File: config.mk
export PLATFORM = sky130hd
export DESIGN_NAME = joystick_cursor_controller
export DESIGN_NICKNAME = d
export VERILOG_FILES = /design/src/rtl/jcc_pkg.sv /design/src/rtl/jcc_div.sv /design/src/rtl/jcc_dp.sv /design/src/rtl/jcc_ctrl.sv /design/src/rtl/joystick_cursor_controller.sv
export SDC_FILE = /design/constraint.sdc
export NUM_CORES = 1
export LEC_CHECK = 0
export BUFFER_PORTS_ARGS = -buffer_cell sky130_fd_sc_hd__clkbuf_2
export CORE_UTILIZATION = 56
export DETAILED_ROUTE_END_ITERATION = 6
export MAX_ROUTING_LAYER = met4
export PLACE_DENSITY = 0.77
export SKIP_LAST_GASP = 1
export SYNTH_ARGS = -nofsm -noshare
export SYNTH_HDL_FRONTEND = slang
export SYNTH_HIERARCHICAL = 1
export SYNTH_SLANG_ARGS = --single-unit
File: constraint.sdc
create_clock -name clk -period 9.2 [get_ports clk]
set_clock_uncertainty 0.2 [all_clocks]
set_input_delay 2.76 -clock clk [delete_from_list [all_inputs] [get_ports clk]]
set_output_delay 2.76 -clock clk [all_outputs]
set_load 0.005 [all_outputs]
File: src/rtl/jcc_pkg.sv
// Shared types and constants for the joystick cursor controller.
// Used by every module in rtl/; depends on nothing.
package jcc_pkg;

  localparam int COORD_BITS = 12;
  localparam int NUM_COLORS = 3;
  localparam int COLOR_W    = 2;
  localparam int PCT_W      = 7;
  localparam int SPEED_W    = 8;
  localparam int DEB_W      = 16;
  localparam int CANVAS_W   = 13;
  localparam int TIME_W     = 32;
  localparam int CFG_DATA_W = 16;
  localparam int CFG_IDX_W  = 3;

  // step magnitude before the divide: deflection times speed
  localparam int PROD_W     = PCT_W + SPEED_W;
  localparam int DIV_CNT_W  = $clog2(PROD_W);
  localparam int EXT_W      = (CANVAS_W > COORD_BITS + 1) ? CANVAS_W : COORD_BITS + 1;
  localparam int SUM_W      = ((PROD_W > COORD_BITS) ? PROD_W : COORD_BITS) + 2;
  localparam int CNUM_W     = COLOR_W + 1;

  localparam logic [PCT_W-1:0] PCT_FULL = PCT_W'(100);

  localparam logic [PCT_W-1:0]    DZ_LOW_RST    = PCT_W'(45);
  localparam logic [PCT_W-1:0]    DZ_HIGH_RST   = PCT_W'(50);
  localparam logic [SPEED_W-1:0]  SPEED_RST     = SPEED_W'(20);
  localparam logic [PCT_W-1:0]    SHAKE_RST     = PCT_W'(20);
  localparam logic [DEB_W-1:0]    DEBOUNCE_RST  = DEB_W'(250);
  localparam logic [CANVAS_W-1:0] CANVAS_W_RST  = CANVAS_W'(640);
  localparam logic [CANVAS_W-1:0] CANVAS_H_RST  = CANVAS_W'(480);
  localparam logic [COORD_BITS-1:0] CURSOR_X_RST = COORD_BITS'(640 / 2);
  localparam logic [COORD_BITS-1:0] CURSOR_Y_RST = COORD_BITS'(480 / 2);

  typedef enum logic [CFG_IDX_W-1:0] {
    REG_DZ_LOW   = 3'd0,
    REG_DZ_HIGH  = 3'd1,
    REG_SPEED    = 3'd2,
    REG_SHAKE    = 3'd3,
    REG_DEBOUNCE = 3'd4,
    REG_CANVAS_W = 3'd5,
    REG_CANVAS_H = 3'd6
  } cfg_reg_t;

  typedef struct packed {
    logic [PCT_W-1:0]    dz_low;
    logic [PCT_W-1:0]    dz_high;
    logic [SPEED_W-1:0]  max_speed;
    logic [PCT_W-1:0]    shake_thr;
    logic [DEB_W-1:0]    debounce;
    logic [CANVAS_W-1:0] canvas_w;
    logic [CANVAS_W-1:0] canvas_h;
  } cfg_t;

  typedef struct packed {
    logic capture;     // latch the input sample
    logic load_op;     // form dividend and divisor for the selected axis
    logic axis_y;      // 0: X axis, 1: Y axis
    logic div_start;   // launch the divider
    logic store_axis;  // clamp and hold the new position of the selected axis
    logic commit;      // load the result register and update frame state
  } dp_cmd_t;

endpackage

File: src/rtl/jcc_div.sv
// Iterative restoring divider, one quotient bit per cycle.
// Depends on jcc_pkg for operand widths.
module jcc_div (
  input  logic                      clk,
  input  logic                      rst_n,
  input  logic                      start,
  input  logic [jcc_pkg::PROD_W-1:0] dividend,
  input  logic [jcc_pkg::PCT_W-1:0]  divisor,
  output logic [jcc_pkg::PROD_W-1:0] quotient,
  output logic                      done
);
  import jcc_pkg::*;

  logic [PROD_W-1:0]    dvd_r;
  logic [PCT_W-1:0]     dvs_r;
  logic [PCT_W-1:0]     rem_r;
  logic [DIV_CNT_W-1:0] cnt_r;
  logic                 busy_r;
  logic                 done_r;
  logic [PCT_W:0]       trial;
  logic                 fits;

  assign trial = {rem_r, dvd_r[PROD_W-1]};
  assign fits  = trial >= {1'b0, dvs_r};

  always_ff @(posedge clk) begin
    if (!rst_n) begin
      busy_r <= 1'b0;
      done_r <= 1'b0;
      cnt_r  <= '0;
    end else begin
      done_r <= 1'b0;
      if (start) begin
        busy_r <= 1'b1;
        cnt_r  <= '0;
      end else if (busy_r) begin
        cnt_r <= cnt_r + DIV_CNT_W'(1);
        if (cnt_r == DIV_CNT_W'(PROD_W - 1)) begin
          busy_r <= 1'b0;
          done_r <= 1'b1;
        end
      end
    end
  end

  // quotient bits shift in behind the dividend
  always_ff @(posedge clk) begin
    if (start) begin
      dvd_r <= dividend;
      dvs_r <= divisor;
      rem_r <= '0;
    end else if (busy_r) begin
      rem_r <= fits ? PCT_W'(trial - {1'b0, dvs_r}) : trial[PCT_W-1:0];
      dvd_r <= {dvd_r[PROD_W-2:0], fits};
    end
  end

  assign quotient = dvd_r;
  assign done     = done_r;

endmodule

File: src/rtl/jcc_dp.sv
// Datapath: sample capture, per-axis step, cursor clamp, shake and colour logic.
// Depends on jcc_pkg and instantiates jcc_div.
module jcc_dp (
  input  logic                          clk,
  input  logic                          rst_n,
  input  jcc_pkg::cfg_t                 cfg,
  input  jcc_pkg::dp_cmd_t              cmd,
  output logic                          div_done,
  input  logic [jcc_pkg::PCT_W-1:0]     in_joy_x,
  input  logic [jcc_pkg::PCT_W-1:0]     in_joy_y,
  input  logic [jcc_pkg::PCT_W-1:0]     in_accel_x,
  input  logic [jcc_pkg::PCT_W-1:0]     in_accel_y,
  input  logic                          in_color_button,
  input  logic                          in_reset_button,
  input  logic                          in_gui_reset,
  input  logic [jcc_pkg::TIME_W-1:0]    in_now_ms,
  output logic [jcc_pkg::COORD_BITS-1:0] out_line_start_x,
  output logic [jcc_pkg::COORD_BITS-1:0] out_line_start_y,
  output logic [jcc_pkg::COORD_BITS-1:0] out_line_end_x,
  output logic [jcc_pkg::COORD_BITS-1:0] out_line_end_y,
  output logic [jcc_pkg::COLOR_W-1:0]   out_color_index,
  output logic                          out_clear_canvas
);
  import jcc_pkg::*;

  localparam logic [EXT_W-1:0] EXT_MAX = EXT_W'(1) << COORD_BITS;

  // captured sample
  logic [PCT_W-1:0]  joy_x_r, joy_y_r, accel_x_r, accel_y_r;
  logic              cbtn_r, rbtn_r, gui_r;
  logic [TIME_W-1:0] now_r;

  // frame state
  logic [COORD_BITS-1:0] cursor_x_r, cursor_y_r;
  logic [PCT_W-1:0]      prev_ax_r, prev_ay_r;
  logic                  prev_cb_r;
  logic [TIME_W-1:0]     last_ms_r;
  logic [COLOR_W-1:0]    color_r;

  // per-axis working registers
  logic [PROD_W-1:0]     prod_r;
  logic [PCT_W-1:0]      dvs_r;
  logic                  neg_r;
  logic [COORD_BITS-1:0] end_x_r, end_y_r;

  // result register
  logic [COORD_BITS-1:0] sx_r, sy_r, ex_r, ey_r;
  logic [COLOR_W-1:0]    col_r;
  logic                  clr_r;

  logic [PCT_W-1:0]      v, diff, dvs_nxt;
  logic                  below, above;
  logic [PROD_W-1:0]     prod_nxt;
  logic [PROD_W-1:0]     quot;

  logic [COORD_BITS-1:0] pos, ext_m1, clamped;
  logic [CANVAS_W-1:0]   cw;
  logic [EXT_W-1:0]      cw_e, ext_m1_e;
  logic [SUM_W-1:0]      psum;

  logic [PCT_W-1:0]      dax, day;
  logic                  clear;
  logic                  advance;
  logic [TIME_W-1:0]     elapsed;
  logic [CNUM_W-1:0]     col_inc;
  logic [COLOR_W-1:0]    color_nxt;

  jcc_div u_div (
    .clk      (clk),
    .rst_n    (rst_n),
    .start    (cmd.div_start),
    .dividend (prod_r),
    .divisor  (dvs_r),
    .quotient (quot),
    .done     (div_done)
  );

  // deflection outside the deadzone and its full-scale range
  always_comb begin
    v     = cmd.axis_y ? joy_y_r : joy_x_r;
    below = v < cfg.dz_low;
    above = !below && (v > cfg.dz_high) && (cfg.dz_high < PCT_FULL);
    if (below) begin
      diff    = cfg.dz_low - v;
      dvs_nxt = cfg.dz_low;
    end else if (above) begin
      diff    = v - cfg.dz_high;
      dvs_nxt = PCT_FULL - cfg.dz_high;
    end else begin
      diff    = '0;
      dvs_nxt = PCT_W'(1);
    end
    prod_nxt = PROD_W'(diff) * PROD_W'(cfg.max_speed);
  end

  // clamp the moved cursor to the canvas
  always_comb begin
    pos  = cmd.axis_y ? cursor_y_r : cursor_x_r;
    cw   = cmd.axis_y ? cfg.canvas_h : cfg.canvas_w;
    cw_e = EXT_W'(cw);
    if (cw_e == '0) begin
      ext_m1_e = '0;
    end else if (cw_e > EXT_MAX) begin
      ext_m1_e = EXT_MAX - EXT_W'(1);
    end else begin
      ext_m1_e = cw_e - EXT_W'(1);
    end
    ext_m1 = ext_m1_e[COORD_BITS-1:0];
    psum   = neg_r ? SUM_W'(pos) - SUM_W'(quot) : SUM_W'(pos) + SUM_W'(quot);
    if (psum[SUM_W-1]) begin
      clamped = '0;
    end else if (psum > SUM_W'(ext_m1)) begin
      clamped = ext_m1;
    end else begin
      clamped = psum[COORD_BITS-1:0];
    end
  end

  // shake, clear and colour
  always_comb begin
    dax     = (accel_x_r > prev_ax_r) ? accel_x_r - prev_ax_r : prev_ax_r - accel_x_r;
    day     = (accel_y_r > prev_ay_r) ? accel_y_r - prev_ay_r : prev_ay_r - accel_y_r;
    clear   = (dax > cfg.shake_thr) || (day > cfg.shake_thr) || !rbtn_r || gui_r;
    elapsed = now_r - last_ms_r;
    advance = !cbtn_r && prev_cb_r && (elapsed > TIME_W'(cfg.debounce));
    col_inc = CNUM_W'(color_r) + CNUM_W'(1);
    color_nxt = (col_inc >= CNUM_W'(NUM_COLORS)) ? '0 : col_inc[COLOR_W-1:0];
  end

  always_ff @(posedge clk) begin
    if (cmd.capture) begin
      joy_x_r   <= in_joy_x;
      joy_y_r   <= in_joy_y;
      accel_x_r <= in_accel_x;
      accel_y_r <= in_accel_y;
      cbtn_r    <= in_color_button;
      rbtn_r    <= in_reset_button;
      gui_r     <= in_gui_reset;
      now_r     <= in_now_ms;
    end
    if (cmd.load_op) begin
      prod_r <= prod_nxt;
      dvs_r  <= dvs_nxt;
      // Y is inverted: a low stick moves the cursor up the index range
      neg_r  <= below ^ cmd.axis_y;
    end
    if (cmd.store_axis) begin
      if (cmd.axis_y) begin
        end_y_r <= clamped;
      end else begin
        end_x_r <= clamped;
      end
    end
    if (cmd.commit) begin
      sx_r  <= cursor_x_r;
      sy_r  <= cursor_y_r;
      ex_r  <= end_x_r;
      ey_r  <= end_y_r;
      col_r <= color_r;
      clr_r <= clear;
    end
  end

  always_ff @(posedge clk) begin
    if (!rst_n) begin
      cursor_x_r <= CURSOR_X_RST;
      cursor_y_r <= CURSOR_Y_RST;
      prev_ax_r  <= '0;
      prev_ay_r  <= '0;
      prev_cb_r  <= 1'b1;
      last_ms_r  <= '0;
      color_r    <= '0;
    end else if (cmd.commit) begin
      cursor_x_r <= end_x_r;
      cursor_y_r <= end_y_r;
      prev_ax_r  <= accel_x_r;
      prev_ay_r  <= accel_y_r;
      prev_cb_r  <= cbtn_r;
      if (advance) begin
        color_r   <= color_nxt;
        last_ms_r <= now_r;
      end
    end
  end

  assign out_line_start_x = sx_r;
  assign out_line_start_y = sy_r;
  assign out_line_end_x   = ex_r;
  assign out_line_end_y   = ey_r;
  assign out_color_index  = col_r;
  assign out_clear_canvas = clr_r;

endmodule

File: src/rtl/jcc_ctrl.sv
// Controller: sequences capture, the two axis divides and the result transfer.
// Depends on jcc_pkg for the command struct.
module jcc_ctrl (
  input  logic             clk,
  input  logic             rst_n,
  input  logic             in_valid,
  output logic             in_stall,
  output logic             out_valid,
  input  logic             out_stall,
  input  logic             div_done,
  output jcc_pkg::dp_cmd_t cmd
);
  import jcc_pkg::*;

  typedef enum logic [2:0] {
    S_IDLE,
    S_MUL,
    S_START,
    S_WAIT,
    S_COMMIT
  } state_t;

  state_t state_r, state_nxt;
  logic   axis_r, axis_nxt;
  logic   out_valid_r, out_valid_nxt;
  logic   out_free;

  assign out_free = !out_valid_r || !out_stall;

  always_comb begin
    state_nxt      = state_r;
    axis_nxt       = axis_r;
    cmd            = '0;
    cmd.axis_y     = axis_r;
    unique case (state_r)
      S_IDLE: begin
        if (in_valid) begin
          cmd.capture = 1'b1;
          axis_nxt    = 1'b0;
          state_nxt   = S_MUL;
        end
      end
      S_MUL: begin
        cmd.load_op = 1'b1;
        state_nxt   = S_START;
      end
      S_START: begin
        cmd.div_start = 1'b1;
        state_nxt     = S_WAIT;
      end
      S_WAIT: begin
        if (div_done) begin
          cmd.store_axis = 1'b1;
          if (axis_r) begin
            state_nxt = S_COMMIT;
          end else begin
            axis_nxt  = 1'b1;
            state_nxt = S_MUL;
          end
        end
      end
      S_COMMIT: begin
        // hold until the result register is free
        if (out_free) begin
          cmd.commit = 1'b1;
          state_nxt  = S_IDLE;
        end
      end
      default: state_nxt = S_IDLE;
    endcase
  end

  always_comb begin
    if (cmd.commit) begin
      out_valid_nxt = 1'b1;
    end else if (!out_stall) begin
      out_valid_nxt = 1'b0;
    end else begin
      out_valid_nxt = out_valid_r;
    end
  end

  always_ff @(posedge clk) begin
    if (!rst_n) begin
      state_r     <= S_IDLE;
      axis_r      <= 1'b0;
      out_valid_r <= 1'b0;
    end else begin
      state_r     <= state_nxt;
      axis_r      <= axis_nxt;
      out_valid_r <= out_valid_nxt;
    end
  end

  assign in_stall  = (state_r != S_IDLE);
  assign out_valid = out_valid_r;

endmodule

File: src/rtl/joystick_cursor_controller.sv
// Joystick cursor controller: one line segment, colour and clear flag per frame sample.
// in_stall is high from an input transfer until the result commits, so no new sample is
// taken before the last is done. The 15-step divider runs once per axis.
// A stalled result holds in the output register; the next item can be computed but is
// not committed until it has moved. Synchronous active-low reset restores register
// defaults, centres the cursor on the default canvas, resets colour and button history.
module joystick_cursor_controller (
  input  logic                              clk,
  input  logic                              rst_n,
  input  logic                              cfg_we,
  input  logic [jcc_pkg::CFG_IDX_W-1:0]     cfg_index,
  input  logic [jcc_pkg::CFG_DATA_W-1:0]    cfg_data,
  input  logic                              in_valid,
  output logic                              in_stall,
  input  logic [jcc_pkg::PCT_W-1:0]         in_joy_x,
  input  logic [jcc_pkg::PCT_W-1:0]         in_joy_y,
  input  logic [jcc_pkg::PCT_W-1:0]         in_accel_x,
  input  logic [jcc_pkg::PCT_W-1:0]         in_accel_y,
  input  logic                              in_color_button,
  input  logic                              in_reset_button,
  input  logic                              in_gui_reset,
  input  logic [jcc_pkg::TIME_W-1:0]        in_now_ms,
  output logic                              out_valid,
  input  logic                              out_stall,
  output logic [jcc_pkg::COORD_BITS-1:0]    out_line_start_x,
  output logic [jcc_pkg::COORD_BITS-1:0]    out_line_start_y,
  output logic [jcc_pkg::COORD_BITS-1:0]    out_line_end_x,
  output logic [jcc_pkg::COORD_BITS-1:0]    out_line_end_y,
  output logic [jcc_pkg::COLOR_W-1:0]       out_color_index,
  output logic                              out_clear_canvas
);
  import jcc_pkg::*;

  cfg_t    cfg_r;
  dp_cmd_t cmd;
  logic    div_done;

  always_ff @(posedge clk) begin
    if (!rst_n) begin
      cfg_r.dz_low    <= DZ_LOW_RST;
      cfg_r.dz_high   <= DZ_HIGH_RST;
      cfg_r.max_speed <= SPEED_RST;
      cfg_r.shake_thr <= SHAKE_RST;
      cfg_r.debounce  <= DEBOUNCE_RST;
      cfg_r.canvas_w  <= CANVAS_W_RST;
      cfg_r.canvas_h  <= CANVAS_H_RST;
    end else if (cfg_we) begin
      // drop writes beyond the register list
      unique case (cfg_reg_t'(cfg_index))
        REG_DZ_LOW:   cfg_r.dz_low    <= cfg_data[PCT_W-1:0];
        REG_DZ_HIGH:  cfg_r.dz_high   <= cfg_data[PCT_W-1:0];
        REG_SPEED:    cfg_r.max_speed <= cfg_data[SPEED_W-1:0];
        REG_SHAKE:    cfg_r.shake_thr <= cfg_data[PCT_W-1:0];
        REG_DEBOUNCE: cfg_r.debounce  <= cfg_data[DEB_W-1:0];
        REG_CANVAS_W: cfg_r.canvas_w  <= cfg_data[CANVAS_W-1:0];
        REG_CANVAS_H: cfg_r.canvas_h  <= cfg_data[CANVAS_W-1:0];
        default: ;
      endcase
    end
  end

  jcc_ctrl u_ctrl (
    .clk       (clk),
    .rst_n     (rst_n),
    .in_valid  (in_valid),
    .in_stall  (in_stall),
    .out_valid (out_valid),
    .out_stall (out_stall),
    .div_done  (div_done),
    .cmd       (cmd)
  );

  jcc_dp u_dp (
    .clk              (clk),
    .rst_n            (rst_n),
    .cfg              (cfg_r),
    .cmd              (cmd),
    .div_done         (div_done),
    .in_joy_x         (in_joy_x),
    .in_joy_y         (in_joy_y),
    .in_accel_x       (in_accel_x),
    .in_accel_y       (in_accel_y),
    .in_color_button  (in_color_button),
    .in_reset_button  (in_reset_button),
    .in_gui_reset     (in_gui_reset),
    .in_now_ms        (in_now_ms),
    .out_line_start_x (out_line_start_x),
    .out_line_start_y (out_line_start_y),
    .out_line_end_x   (out_line_end_x),
    .out_line_end_y   (out_line_end_y),
    .out_color_index  (out_color_index),
    .out_clear_canvas (out_clear_canvas)
  );

endmodule
After elaboration in Yosys (flattened, before gate mapping):

Index checks and enable logic that the tools add are counted.

* register bits: 345
* output and inout bits: 53
* input bits: 87

* order comparisons: 12
* bitwise operators: 4
* add/sub/neg operators: 14
* mux-type cells: 40
* equality and inequality tests: 15
* reductions and logical operators: 33
* $mul: 1

Operator list (count)
* 12-bit 2-to-1 mux: 5
* 7-bit 2-to-1 mux: 8
* 7-bit subtractor: 7
* 7-bit greater-than comparator: 5
* 32-bit by 16-bit greater-than comparator with 1-bit output: 1
* 32-bit subtractor: 1
* 15-bit 2-to-1 mux: 2
* 2-bit AND reduction: 10
* 17-bit by 12-bit greater-than comparator with 1-bit output: 1
* 17-bit 2-to-1 mux: 1
* 12-bit by 15-bit adder with 16-bit output: 1
* 1-bit 2-to-1 mux: 16
* 12-bit by 15-bit subtractor with 16-bit output: 1
* 7-bit by 8-bit multiplier with 15-bit output: 1
* 3-bit case mux with 5 select lines: 1
* 13-bit greater-than comparator (second input constant): 1
* 13-bit logical NOT: 1
* 13-bit 2-to-1 mux: 1
* 3-bit by 2-bit equality test with 1-bit output (second input constant): 4
* 3-bit equality test (second input constant): 4
* 3-bit 2-to-1 mux: 4
* 12-bit by 1-bit subtractor with 12-bit output (second input constant): 1
* 8-bit by 7-bit >= comparator with 1-bit output: 1
* 7-bit < comparator: 1
* 22 further kinds: 40

Depth between registers and ports, before layout:

Gate-level depths: netlist of the first run.

* depth after elaboration: 8
* depth in mapped cells: 36

Modules after synthesis:

Netlist of the first run, hierarchy kept.

Modules (own cells, without submodules)
* jcc_dp: area each 17077.6 µm², times used 1, sequential area each 6296.0 µm², cells an instance 1723
* joystick_cursor_controller: area each 2751.4 µm², times used 1, sequential area each 1421.4 µm², cells an instance 267
* jcc_div: area each 1929.4 µm², times used 1, sequential area each 920.9 µm², cells an instance 170
* jcc_ctrl: area each 275.3 µm², times used 1, sequential area each 100.1 µm², cells an instance 29

Least setup slack after synthesis of the first run:

OpenSTA, ideal clock, no wires.

* kind: flip-flop to flip-flop
* start point: reg u_ctrl.axis_r
* end point: reg u_dp.prod_r[14], data pin
* path slack: 0.527 ns
* library setup time: 0.266 ns
* arrival time: 8.207 ns
* buffers on the path: 7
* period minus slack after synthesis: 8.673 ns
* cell stages (with the launch flop): 35
* cells stage by stage: dfxtp_1 buf_4 clkbuf_1 clkbuf_1 buf_1 clkbuf_1 clkbuf_1 mux2i_1 ha_1 nor2b_1 o21ai_0 a21boi_0 o21ai_0 a21oi_1 o21a_1 o22a_1 clkbuf_1 mux2i_1 nand2_1 fa_1 fa_1 inv_1 fa_1 inv_1 fa_1 inv_1 ha_1 inv_1 o21bai_1 a21oi_1 nor2b_1 o21a_1 o31a_1 o41ai_1 xnor2_1

* cells in the longest elaborated chain, start to end: 8
* elaborated cells on any way between the ends: 11
* classes of those cells: 2 x add/sub; 1 x mul; 2 x order compare; 3 x mux; 3 x reduce/logical

RTL lines
* start: declaration: RTL line jcc_ctrl.sv:24 `logic axis_r, axis_nxt;`
* start signal: assignment: RTL line jcc_ctrl.sv:90 `axis_r <= axis_nxt;`
* 7-bit 2-to-1 mux *: RTL line jcc_dp.sv:80 `v = cmd.axis_y ? joy_y_r : joy_x_r;`
* 7-bit < comparator: RTL line jcc_dp.sv:81 `below = v < cfg.dz_low;`
* 1-bit logical NOT: RTL line jcc_dp.sv:82 `above = !below && (v > cfg.dz_high) && (cfg.dz_high < PCT_FULL);`
* 1-bit logical AND (2 in series): RTL line jcc_dp.sv:82
* 7-bit 2-to-1 mux: RTL line jcc_dp.sv:86 `end else if (above) begin`
* 7-bit 2-to-1 mux *: RTL line jcc_dp.sv:83 `if (below) begin`
* 7-bit by 8-bit multiplier with 15-bit output *: RTL line jcc_dp.sv:93 `prod_nxt = PROD_W'(diff) * PROD_W'(cfg.max_speed);`
* named net u_dp.prod_nxt[14]: RTL line jcc_dp.sv:53 `logic [PROD_W-1:0] prod_nxt;`
* end signal: assignment: RTL line jcc_dp.sv:142 `prod_r <= prod_nxt;`
* end: declaration: RTL line jcc_dp.sv:41 `logic [PROD_W-1:0] prod_r;`

The timed path passes the listed nets; every way through them passes the cells marked *.
A chain may end at the register's enable or synchronous reset.

Final worst setup path of the first run:

Same ends and word-level chain as after synthesis.

==> metrics.csv, run 1 <==
stage,metric,value,unit
global_route,vias in the first global route,16200,
min_path,Worst Hold Launch,u_dp/dvs_r[2],
finish,synthesis-to-layout area growth,10.3,%
finish,layout cells sized above 1,12.5,%
floorplanning,Die Y,200,µm
detailed_routing,TritonRoute pass-1 iters,5,
detailed_routing,DR DRC count,0,
floorplanning,Die X-Extent,200,µm
power_and_ir_drop,Sw Ratio,28.3,%
clock_tree,CTS max path bufs,3,
detailed_routing,Via density,5.83,
synthesis,top post-synthesis cells by area,"edfxtp_1, dfxtp_1, ha_1, mux2i_1, fa_1",
sta,Final setup viols,0,
power_and_ir_drop,share of power burned in registers,43.2,%
power_and_ir_drop,Gate power share,20.4,%
min_path,worst min path class,flip-flop to flip-flop,
synthesis,Most used DFF post-synth,edfxtp_1,
critical_path,CP Launch Point,u_ctrl/axis_r,
clock_tree,CTS buffer count,37,
synthesis,async set-reset flop share out of synthesis,0,%
place,hpwl dp,37000,µm
synthesis,Syn Area/Cell,10.1,µm²
critical_path,CP Launch Type,flip-flop,
critical_path,critical path type,flip-flop to flip-flop,
synthesis,synth warn,6,
sta,Tmin final,7900,ps
synthesis,Cells after Synth,2189,
detailed_routing,DRT iter0 DRCs,964,
finish,fin nets,2587,
clock_tree,Root Buffer,clkbuf_16,
synthesis,#FFs+latches synth,345,
place,buffers added on ports,139,
place,dpl cell area,0.0231,mm²
place,Post-Place Worst Slack,1300,ps
sta,Final Hold Vio Count,0,
critical_path,R2R Setup Slk,1300,ps
floorplanning,Die ar.,0.0401,mm²
power_and_ir_drop,P_int,2920,µW
sta,final worst slack,1300,ps
finish,post-route cell area,0.0243,mm²
min_path,WHS Path Cells,0,
sta,Peak Freq,127,MHz
critical_path,Reg2Reg Depth,25,
power_and_ir_drop,static leakage power,0.0101,µW
critical_path,CP Max Fanout,46,
global_route,GR Util All Layers,25.6,%
global_route,total grt overflow,0,
critical_path,reg2reg end,u_dp/prod_r[14],
sta,TNS Setup,0,ps
critical_path,RR Startpoint,u_ctrl/axis_r,
clock_tree,Worst-path clk slew,60,ps
synthesis,Synthesized Nets,2497,
sta,Final Slew Violations,0,
clock_tree,CTS Hold Bufs,0,
clock_tree,CTS resizes,0,
synthesis,sequential fraction of the synthesis area,39.7,%
floorplanning,io pins,140,
power_and_ir_drop,worst vdd ir,0.000173,V
floorplanning,Rows,72,
power_and_ir_drop,share of total power in the clock network,36.4,%
global_route,largest net degree at the start of global routing,102,
global_route,initial antenna violation count,3,
detailed_routing,WL final,50100,µm
synthesis,Cell variety after synth,91,
detailed_routing,Final ANT Viol Nets,0,
synthesis,Yosys top cell by area,edfxtp_1,
floorplanning,Core Region,0.0387,mm²
run_status,status,"finished, final reports clean",
detailed_routing,drt wl/cell,17.7,µm
sta,RSZ-0062 raised after global routing,no,
sta,Hold WS,222,ps
global_route,first-pass GRT wire length,82000,µm
critical_path,crit path to,u_dp/prod_r[14],
sta,Worst slew margin,17.1,%
synthesis,synthesized cell area,0.0220,mm²
finish,most frequent cells in the layout,"inv_1, edfxtp_1, nand2_1, ha_1, dfxtp_1",
floorplanning,initial core utilization,56.9,%
power_and_ir_drop,Switch Pwr,1150,µW
clock_tree,CTS tree,built,
critical_path,"Data arrival, critical path",7990,ps
power_and_ir_drop,power per cell area,167,mW/mm²
critical_path,Critical Path End Type,flip-flop,
synthesis,number of synthesized flops with an enable pin,183,
sta,Tcrit/Tclk final,85.9,%
detailed_routing,via count,16500,
run,Max Cap Viol,0,
clock_tree,postcts setup bufs,0,
sta,worst-margin pin slew,1230,ps
place,Final GP Congestion,0.936,
synthesis,Synth top area share,24.9,%
clock_tree,H-tree level count,2,
critical_path,Critical Path RT,9290,ps
finish,"commonest non-fill, non-tap cell in the layout",inv_1,
clock_tree,worst skew pair latency,560,ps
clock_tree,Sink Count,345,
worst max-delay path, stage by stage (launching register included):
cell and delay, ps:
dfxtp_2 540, buf_4 600, mux2i_1 260, ha_1 380
inv_1 60, a21oi_1 140, o21a_1 130, o22a_1 620
mux2i_1 570, nand2_1 160, fa_1 540, fa_1 540
inv_1 50, fa_1 530, inv_1 60, fa_1 520
inv_1 40, ha_1 330, inv_1 80, o21bai_1 70
a21oi_1 250, nor2b_1 80, o21a_1 190, o31a_1 260
o41ai_1 330, xnor2_1 120
state kept, by name, indices dropped and copies added (netlist names), 12 cells and up:
| signal | flops |
|---|---|
| u_dp/u_div/quotient | 15 |
| u_dp/cursor_x_r | 12 |
| u_dp/out_line_start_x | 12 |
| u_dp/end_y_r | 12 |
| u_dp/end_x_r | 12 |
| u_dp/out_line_start_y | 12 |
| cfg_r | 71 |
| u_dp/out_line_end_y | 12 |
| u_dp/now_r | 32 |
| u_dp/cursor_y_r | 12 |
| u_dp/prod_r | 15 |
| u_dp/out_line_end_x | 12 |
| u_dp/last_ms_r | 32 |
cells by family (layout without fill, tap and decap cells):
| group | after synthesis | in the layout | synth area share, % |
|---|---|---|---|
| muxes | 189 | 189 | 8.83 |
| adders and majority gates | 224 | 224 | 14.0 |
| buffers and inverters | 291 | 410 | 5.30 |
| other | 0 | 3 | 0 |
| and+or+nand+nor | 611 | 611 | 14.6 |
| AOI/OAI and AO/OA | 451 | 451 | 14.5 |
| xor gates and xnor gates | 78 | 78 | 3.10 |
| DFF | 345 | 345 | 39.7 |
worst min-delay path by stage:
| stage | endpoint |
|---|---|
| CTS | u_dp/u_div/dvs_r[2] |
| floorplan | u_dp/u_div/dvs_r[0] |
| global route | u_dp/u_div/dvs_r[1] |
| finish | u_dp/u_div/dvs_r[2] |
| detailed placement | u_dp/u_div/dvs_r[2] |
| global placement | u_dp/u_div/dvs_r[0] |
synth_stat cells, drive strengths merged (13+ instances only):
master	n
nand2	182
xor2	30
nor2	89
a2bb2oi	35
ha	182
clkbuf	74
and2	51
o311ai	36
xnor2	48
a21oi	91
o21a	24
nand3	24
nor3	32
mux2	43
o211ai	13
o31ai	47
and3	43
mux2i	146
nor2b	94
inv	190
fa	39
o21ai	72
nand4	18
a211oi	22
edfxtp	183
dfxtp	162
a21o	28
nand2b	19
nor3b	14
buf	27
per-layer routing:
metal	global-route usage [%]	share of wire [%]
met5	-	0
met4	9.08	2.7
met3	3.32	4.5
met2	41.9	47
met1	32.6	46
power groups by stage:
stage,Clock [µW],Combinational [µW],Sequential (µW)
floorplan,0,642,1770
global placement,0,799,1790
detailed placement,0,820,1790
CTS,1510,828,1760
global route,1570,930,1770
finish,1480,831,1760
through the flow:
step	std cells	utilization (%)	total power (µW)
floorplan	2189	-	2410
detailed placement	2758	59.6	2610
global placement	2758	59.6	2590
CTS	2826	62.7	4100
finish	2829	62.7	4070
global route	2829	62.7	4260
cell type report:
type / instances / area (µm²)
multi-input combinational: 1553 / 12200
timing repair buffer: 152 / 796
tap: 518 / 648
clock buffer: 54 / 1070
fill: 3192 / 14400
inverter: 190 / 713
clock inverter: 14 / 138
antenna: 3 / 7.51
sequential: 345 / 8740
Note: power is estimated with default switching activity, not from simulation.
==> run 2: changes to the inputs <==
Settings changed: CELL_PAD_IN_SITES_DETAIL_PLACEMENT set to 1, CELL_PAD_IN_SITES_GLOBAL_PLACEMENT set to 2, CORE_UTILIZATION 56 to 37, CTS_CLUSTER_DIAMETER set to 200, PLACE_DENSITY 0.77 to not set, PLACE_DENSITY_LB_ADDON set to 0.1.
==> run 2 against run 1 <==
Against the previous run:
- critical path depth did not move
- fmax is 0.84% lower
- power rose by 4.7%
- routed wire length up 17%
- cell area up 2.0%
- clock-buffer cell count up 6
- global-route usage fell by 5.7 points
- final cell count grew 9.3%
- hold slack worse by 5.8 ps
- combinational power grew 3.5%
==> metrics.csv, run 2 (same netlist as run 1, synthesis figures left out) <==
stage,metric,value,unit,change
clock_tree,CTS max path bufs,3,,unchanged
clock_tree,CTS tree,built,,unchanged
critical_path,Critical Path End Type,flip-flop,,unchanged
global_route,initial antenna violation count,2,,was 3
sta,worst-margin pin slew,1190,ps,was 1230 ps
sta,Final setup viols,0,,unchanged
clock_tree,Root Buffer,clkbuf_16,,unchanged
sta,Tmin final,7970,ps,was 7900 ps
detailed_routing,DRT iter0 DRCs,587,,was 964
place,hpwl dp,44200,µm,was 37000 µm
run_status,status,"finished, final reports clean",,unchanged
critical_path,critical path type,flip-flop to flip-flop,,unchanged
critical_path,Critical Path RT,9300,ps,was 9290 ps
critical_path,RR Startpoint,u_ctrl/axis_r,,unchanged
finish,"commonest non-fill, non-tap cell in the layout",inv_1,,unchanged
power_and_ir_drop,power per cell area,172,mW/mm²,was 167 mW/mm²
finish,largest registers,"cfg_r: 71 flops, u_dp/last_ms_r: 32 flops, u_dp/now_r: 32 flops",,unchanged
global_route,largest net degree at the start of global routing,96,,was 102
power_and_ir_drop,share of power burned in registers,41.3,%,was 43.2%
sta,Tcrit/Tclk final,86.6,%,was 85.9%
critical_path,crit path to,u_dp/prod_r[14],,unchanged
finish,Finished Core Util,42.1,%,was 62.7%
global_route,GR Util All Layers,19.9,%,was 25.6%
floorplanning,Die X-Extent,246,µm,was 200 µm
clock_tree,Sink Count,345,,unchanged
sta,Peak Freq,125,MHz,was 127 MHz
critical_path,Reg2Reg Depth,25,,unchanged
floorplanning,io pins,140,,unchanged
clock_tree,Worst-path clk slew,50,ps,was 60 ps
critical_path,CP Max Fanout,50,,was 46
power_and_ir_drop,Sw Ratio,29.1,%,was 28.3%
floorplanning,Die Y,246,µm,was 200 µm
detailed_routing,Final ANT Viol Nets,0,,unchanged
floorplanning,initial core utilization,37.4,%,was 56.9%
finish,Filler Cells Inserted,6538,,was 3192
detailed_routing,via count,16300,,was 16500
finish,FF/Latch Area,0.00874,mm²,unchanged
sta,Final Slew Violations,0,,unchanged
power_and_ir_drop,worst vdd ir,0.000140,V,was 0.000173 V
finish,fin nets,2592,,was 2587
finish,most frequent cells in the layout,"inv_1, edfxtp_1, nand2_1, ha_1, dfxtp_1",,unchanged
place,Final GP Congestion,0.858,,was 0.936
floorplanning,Core Region,0.0589,mm²,was 0.0387 mm²
critical_path,CP Launch Type,flip-flop,,unchanged
clock_tree,H-tree level count,2,,unchanged
floorplanning,Rows,89,,was 72
place,buffers added on ports,139,,unchanged
detailed_routing,WL final,58500,µm,was 50100 µm
critical_path,Slowest cell on crit path,o22a_1,,unchanged
power_and_ir_drop,static leakage power,0.0102,µW,was 0.0101 µW
min_path,Worst Hold Launch,u_dp/dvs_r[6],,was u_dp/dvs_r[2]
global_route,total grt overflow,0,,unchanged
power_and_ir_drop,P_int,3020,µW,was 2920 µW
power_and_ir_drop,share of total power in the clock network,38.5,%,was 36.4%
power_and_ir_drop,Switch Pwr,1240,µW,was 1150 µW
finish,synthesis-to-layout area growth,12.5,%,was 10.3%
detailed_routing,Via density,5.26,,was 5.83
finish,register with the most flip-flops,cfg_r,,unchanged
run,Max Cap Viol,0,,unchanged
sta,TNS Setup,0,ps,unchanged
clock_tree,postcts setup bufs,0,,unchanged
critical_path,reg2reg end,u_dp/prod_r[14],,unchanged
detailed_routing,drt wl/cell,18.9,µm,was 17.7 µm
clock_tree,CTS Hold Bufs,0,,unchanged
clock_tree,CTS resizes,0,,unchanged
detailed_routing,TritonRoute pass-1 iters,6,,was 5
finish,area of the multi-input gates,0.0122,mm²,about the same
critical_path,CP Launch Point,u_ctrl/axis_r,,unchanged
global_route,vias in the first global route,17200,,was 16200
critical_path,"Data arrival, critical path",8070,ps,was 7990 ps
floorplanning,Die ar.,0.0605,mm²,was 0.0401 mm²
critical_path,"Largest stage delay, worst path",660,ps,was 620 ps
clock_tree,CTS buffer count,43,,was 37
power_and_ir_drop,Gate power share,20.2,%,was 20.4%
min_path,worst min path class,flip-flop to flip-flop,,unchanged
critical_path,R2R Setup Slk,1230,ps,was 1300 ps
sta,Worst slew margin,20.3,%,was 17.1%
detailed_routing,DR DRC count,0,,unchanged
finish,layout cells sized above 1,12.8,%,was 12.5%
sta,Final Hold Vio Count,0,,unchanged
finish,max FFs per register,71,,unchanged
sta,RSZ-0062 raised after global routing,no,,unchanged
global_route,first-pass GRT wire length,93500,µm,was 82000 µm
clock_tree,worst skew pair latency,580,ps,was 560 ps
power_and_ir_drop,total power,4260,µW,was 4070 µW
run 2: layout make-up:
class                           count  share of cell area, %
Timing Repair Buffer              151                   3.19
Clock inverter                     18                  0.767
Sequential cell                   345                   35.2
Inverter                          190                   2.88
Clock buffer                       60                   4.80
Antenna cell                        1                 0.0101
Multi-Input combinational cell   1553                   49.2
Tap cell                          773                   3.90
run 2: power groups by stage:
stage          registers [µW]  logic [µW]  clock network (µW)
3_5_place_dp             1790         865                   0
3_3_place_gp             1790         843                   0
4_1_cts                  1760         873                1700
5_1_grt                  1770         967                1760
2_1_floorplan            1770         642                   0
6_report                 1760         860                1640
run 2: per-layer routing:
| layer | wire length, µm | GRT usage (%) |
|---|---|---|
| met5 | 0 | - |
| met4 | 1440 | 5.63 |
| met3 | 1660 | 2.66 |
| met2 | 27200 | 32.4 |
| met1 | 28200 | 25.9 |
run 2: worst min path at each step:
stage                                endpoint  depth (start not counted)
after global placement    u_dp/u_div/dvs_r[6]                          0
after detailed placement  u_dp/u_div/dvs_r[6]                          0
final                     u_dp/u_div/dvs_r[6]                          0
after floorplan           u_dp/u_div/dvs_r[0]                          0
after global routing      u_dp/u_div/dvs_r[6]                          0
after CTS                 u_dp/u_div/dvs_r[6]                          0
run 2: worst max-delay path: cells and delay by family (launching register included):
| family | cells | cell delay [ps] |
|---|---|---|
| flops | 1 | 420 |
| fa+ha+maj | 6 | 2870 |
| xor+xnor | 1 | 100 |
| compound gates | 9 | 2160 |
| buf+inv | 5 | 800 |
| mux | 2 | 880 |
| simple gates | 2 | 240 |
run 2: per-stage QoR:
stage | cell area [µm²] | std cells | hold slack [ps] | worst slack, ps
floorplan | 22000 | 2189 | 200 | 527
global placement | 23400 | 3012 | 203 | 1370
detailed placement | 23400 | 3012 | 206 | 1150
CTS | 24800 | 3090 | 218 | 1120
global route | 24800 | 3091 | 229 | 528
finish | 24800 | 3091 | 216 | 1230
==> run 3: changes to the inputs <==
Settings changed: RECOVER_POWER set to 100.
==> run 3 against run 2 <==
Against the previous run:
- the run now ends with capacitance limit, slew limit left
- cell area is 0.39% lower
- sequential share of layout area is 0.13 points higher
- power about the same
- critical path type unchanged
- clock power is essentially flat
- fmax down 1.5%
- highest routed layer unchanged
- clock-buffer cell count stayed put
- combinational power decreased by 0.5%
- via count grew 0.22%
- global-route usage unchanged
- first-iteration DRC count is 3.2% higher
- die area is the same
- largest power group unchanged
==> metrics.csv, run 3 (same netlist as run 1, synthesis figures left out) <==
stage,metric,value,unit,change
run_status,status,finished with violations,,"was finished, final reports clean"
run_status,failing checks,"capacitance limit, slew limit",,
run,Max Cap Viol,9,,was 0
global_route,largest net degree at the start of global routing,96,,unchanged
sta,RSZ-0062 raised after global routing,no,,unchanged
finish,largest registers,"cfg_r: 71 flops, u_dp/last_ms_r: 32 flops, u_dp/now_r: 32 flops",,unchanged
critical_path,CP Launch Type,flip-flop,,unchanged
clock_tree,Worst-path clk slew,50,ps,about the same
clock_tree,CTS buffer count,43,,unchanged
global_route,GR Util All Layers,19.9,%,unchanged
min_path,worst min path class,flip-flop to flip-flop,,unchanged
detailed_routing,TritonRoute pass-1 iters,4,,was 6
clock_tree,Root Buffer,clkbuf_16,,unchanged
global_route,met2 usage,32.4,%,unchanged
critical_path,critical path type,flip-flop to flip-flop,,unchanged
detailed_routing,via count,16300,,about the same
clock_tree,postcts setup bufs,0,,unchanged
sta,Final Hold Vio Count,0,,unchanged
finish,area of the multi-input gates,0.0122,mm²,about the same
sta,Final setup viols,0,,unchanged
global_route,vias in the first global route,17200,,unchanged
floorplanning,io pins,140,,unchanged
global_route,initial antenna violation count,2,,unchanged
global_route,total grt overflow,0,,unchanged
clock_tree,CTS resizes,0,,unchanged
place,buffers added on ports,139,,unchanged
finish,fin nets,2592,,unchanged
sta,worst-margin pin slew,3590,ps,was 1190 ps
finish,synthesis-to-layout area growth,12.1,%,was 12.5%
global_route,first-pass GRT wire length,93500,µm,unchanged
floorplanning,Core Region,0.0589,mm²,unchanged
critical_path,"Largest stage delay, worst path",660,ps,about the same
sta,Worst slew margin,-139,%,was 20.3%
finish,most frequent cells in the layout,"inv_1, edfxtp_1, nand2_1, ha_1, dfxtp_1",,unchanged
finish,post-route cell area,0.0247,mm²,was 0.0248 mm²
global_route,gr busiest metal,met2,,unchanged
floorplanning,initial core utilization,37.4,%,unchanged
place,dpl cell area,0.0234,mm²,unchanged
detailed_routing,DR DRC count,0,,unchanged
floorplanning,Die ar.,0.0605,mm²,unchanged
floorplanning,Die X-Extent,246,µm,unchanged
clock_tree,H-tree level count,2,,unchanged
finish,max FFs per register,71,,unchanged
detailed_routing,drt wl/cell,18.9,µm,about the same
finish,register with the most flip-flops,cfg_r,,unchanged
sta,TNS Setup,0,ps,unchanged
clock_tree,CTS max path bufs,3,,unchanged
finish,"commonest non-fill, non-tap cell in the layout",inv_1,,unchanged
finish,FF/Latch Area,0.00874,mm²,about the same
detailed_routing,WL final,58600,µm,was 58500 µm
sta,Peak Freq,124,MHz,was 125 MHz
critical_path,Critical Path RT,9300,ps,about the same
power_and_ir_drop,static leakage power,0.0100,µW,was 0.0102 µW
clock_tree,CTS Hold Bufs,0,,unchanged
detailed_routing,Final ANT Viol Nets,0,,unchanged
critical_path,Slowest cell on crit path,o22a_1,,unchanged
critical_path,CP Max Fanout,50,,unchanged
critical_path,Critical Path End Type,flip-flop,,unchanged
sta,Tmin final,8090,ps,was 7970 ps
clock_tree,Sink Count,345,,unchanged
sta,Tcrit/Tclk final,88.0,%,was 86.6%
global_route,met1 Resource Use GR,25.9,%,unchanged
detailed_routing,Via density,5.27,,was 5.26
sta,Final Slew Violations,440,,was 0
floorplanning,Die Y,246,µm,unchanged
global_route,met3 Usage GRT,2.66,%,unchanged
clock_tree,CTS tree,built,,unchanged
finish,layout cells sized above 1,10.1,%,was 12.8%
power_and_ir_drop,worst vdd ir,0.000140,V,about the same
place,Final GP Congestion,0.858,,unchanged
floorplanning,Rows,89,,unchanged
finish,Filler Cells Inserted,6554,,was 6538
place,hpwl dp,44200,µm,unchanged
critical_path,"Data arrival, critical path",8190,ps,was 8070 ps
detailed_routing,DRT iter0 DRCs,606,,was 587
power_and_ir_drop,power per cell area,173,mW/mm²,was 172 mW/mm²
clock_tree,worst skew pair latency,580,ps,about the same
-- run 3: final cells by class --
type | count | share of cell area [%]
Antenna cell | 2 | 0.0203
Clock buffer | 60 | 4.82
Clock inverter | 18 | 0.770
Inverter | 190 | 2.89
Multi-Input combinational cell | 1553 | 49.3
Sequential cell | 345 | 35.4
Tap cell | 773 | 3.92
Timing Repair Buffer | 151 | 2.91
-- run 3: path summary, 6_finish.rpt --
| kind | startpoint | end | slack, ps | cells after the start |
|---|---|---|---|---|
| worst min register to register | u_dp/dvs_r[6] | u_dp/u_div/dvs_r[6] | 220 | 0 |
| worst max register to register | u_ctrl/axis_r | u_dp/prod_r[14] | 1110 | 25 |
| worst min-delay path | u_dp/dvs_r[6] | u_dp/u_div/dvs_r[6] | 220 | 0 |
| worst max-delay path | u_ctrl/axis_r | u_dp/prod_r[14] | 1110 | 25 |
-- run 3: per-layer routing --
metal	routed length (µm)	vias up
met1	28100	7935
li1	-	8062
met3	1740	77
met4	1510	0
met2	27200	212
met5	0	-
-- run 3: report_power, final --
part / internal (µW) / switching [µW]
Combinational: 349 / 507
Sequential: 1710 / 56.2
Clock: 966 / 676
Total: 3020 / 1240
-- run 3: critical path: cells and delay by family (launching register included) --
kind | cells | cell delay, ps
xor+xnor | 1 | 100
simple gates | 2 | 230
buf+inv | 5 | 840
mux | 2 | 910
flops | 1 | 500
compound gates | 9 | 2160
fa+ha+maj | 6 | 2840
-- run 3: through the flow --
step	setup slack [ps]	instances	util, %	hold WS [ps]	total power (µW)
6_report	1110	3092	41.9	216	4260
2_1_floorplan	527	2189	-	200	2410
3_5_place_dp	1150	3012	39.7	206	2660
3_3_place_gp	1370	3012	39.7	203	2640
4_1_cts	1120	3090	42.1	218	4340
5_1_grt	397	3091	41.9	229	4490
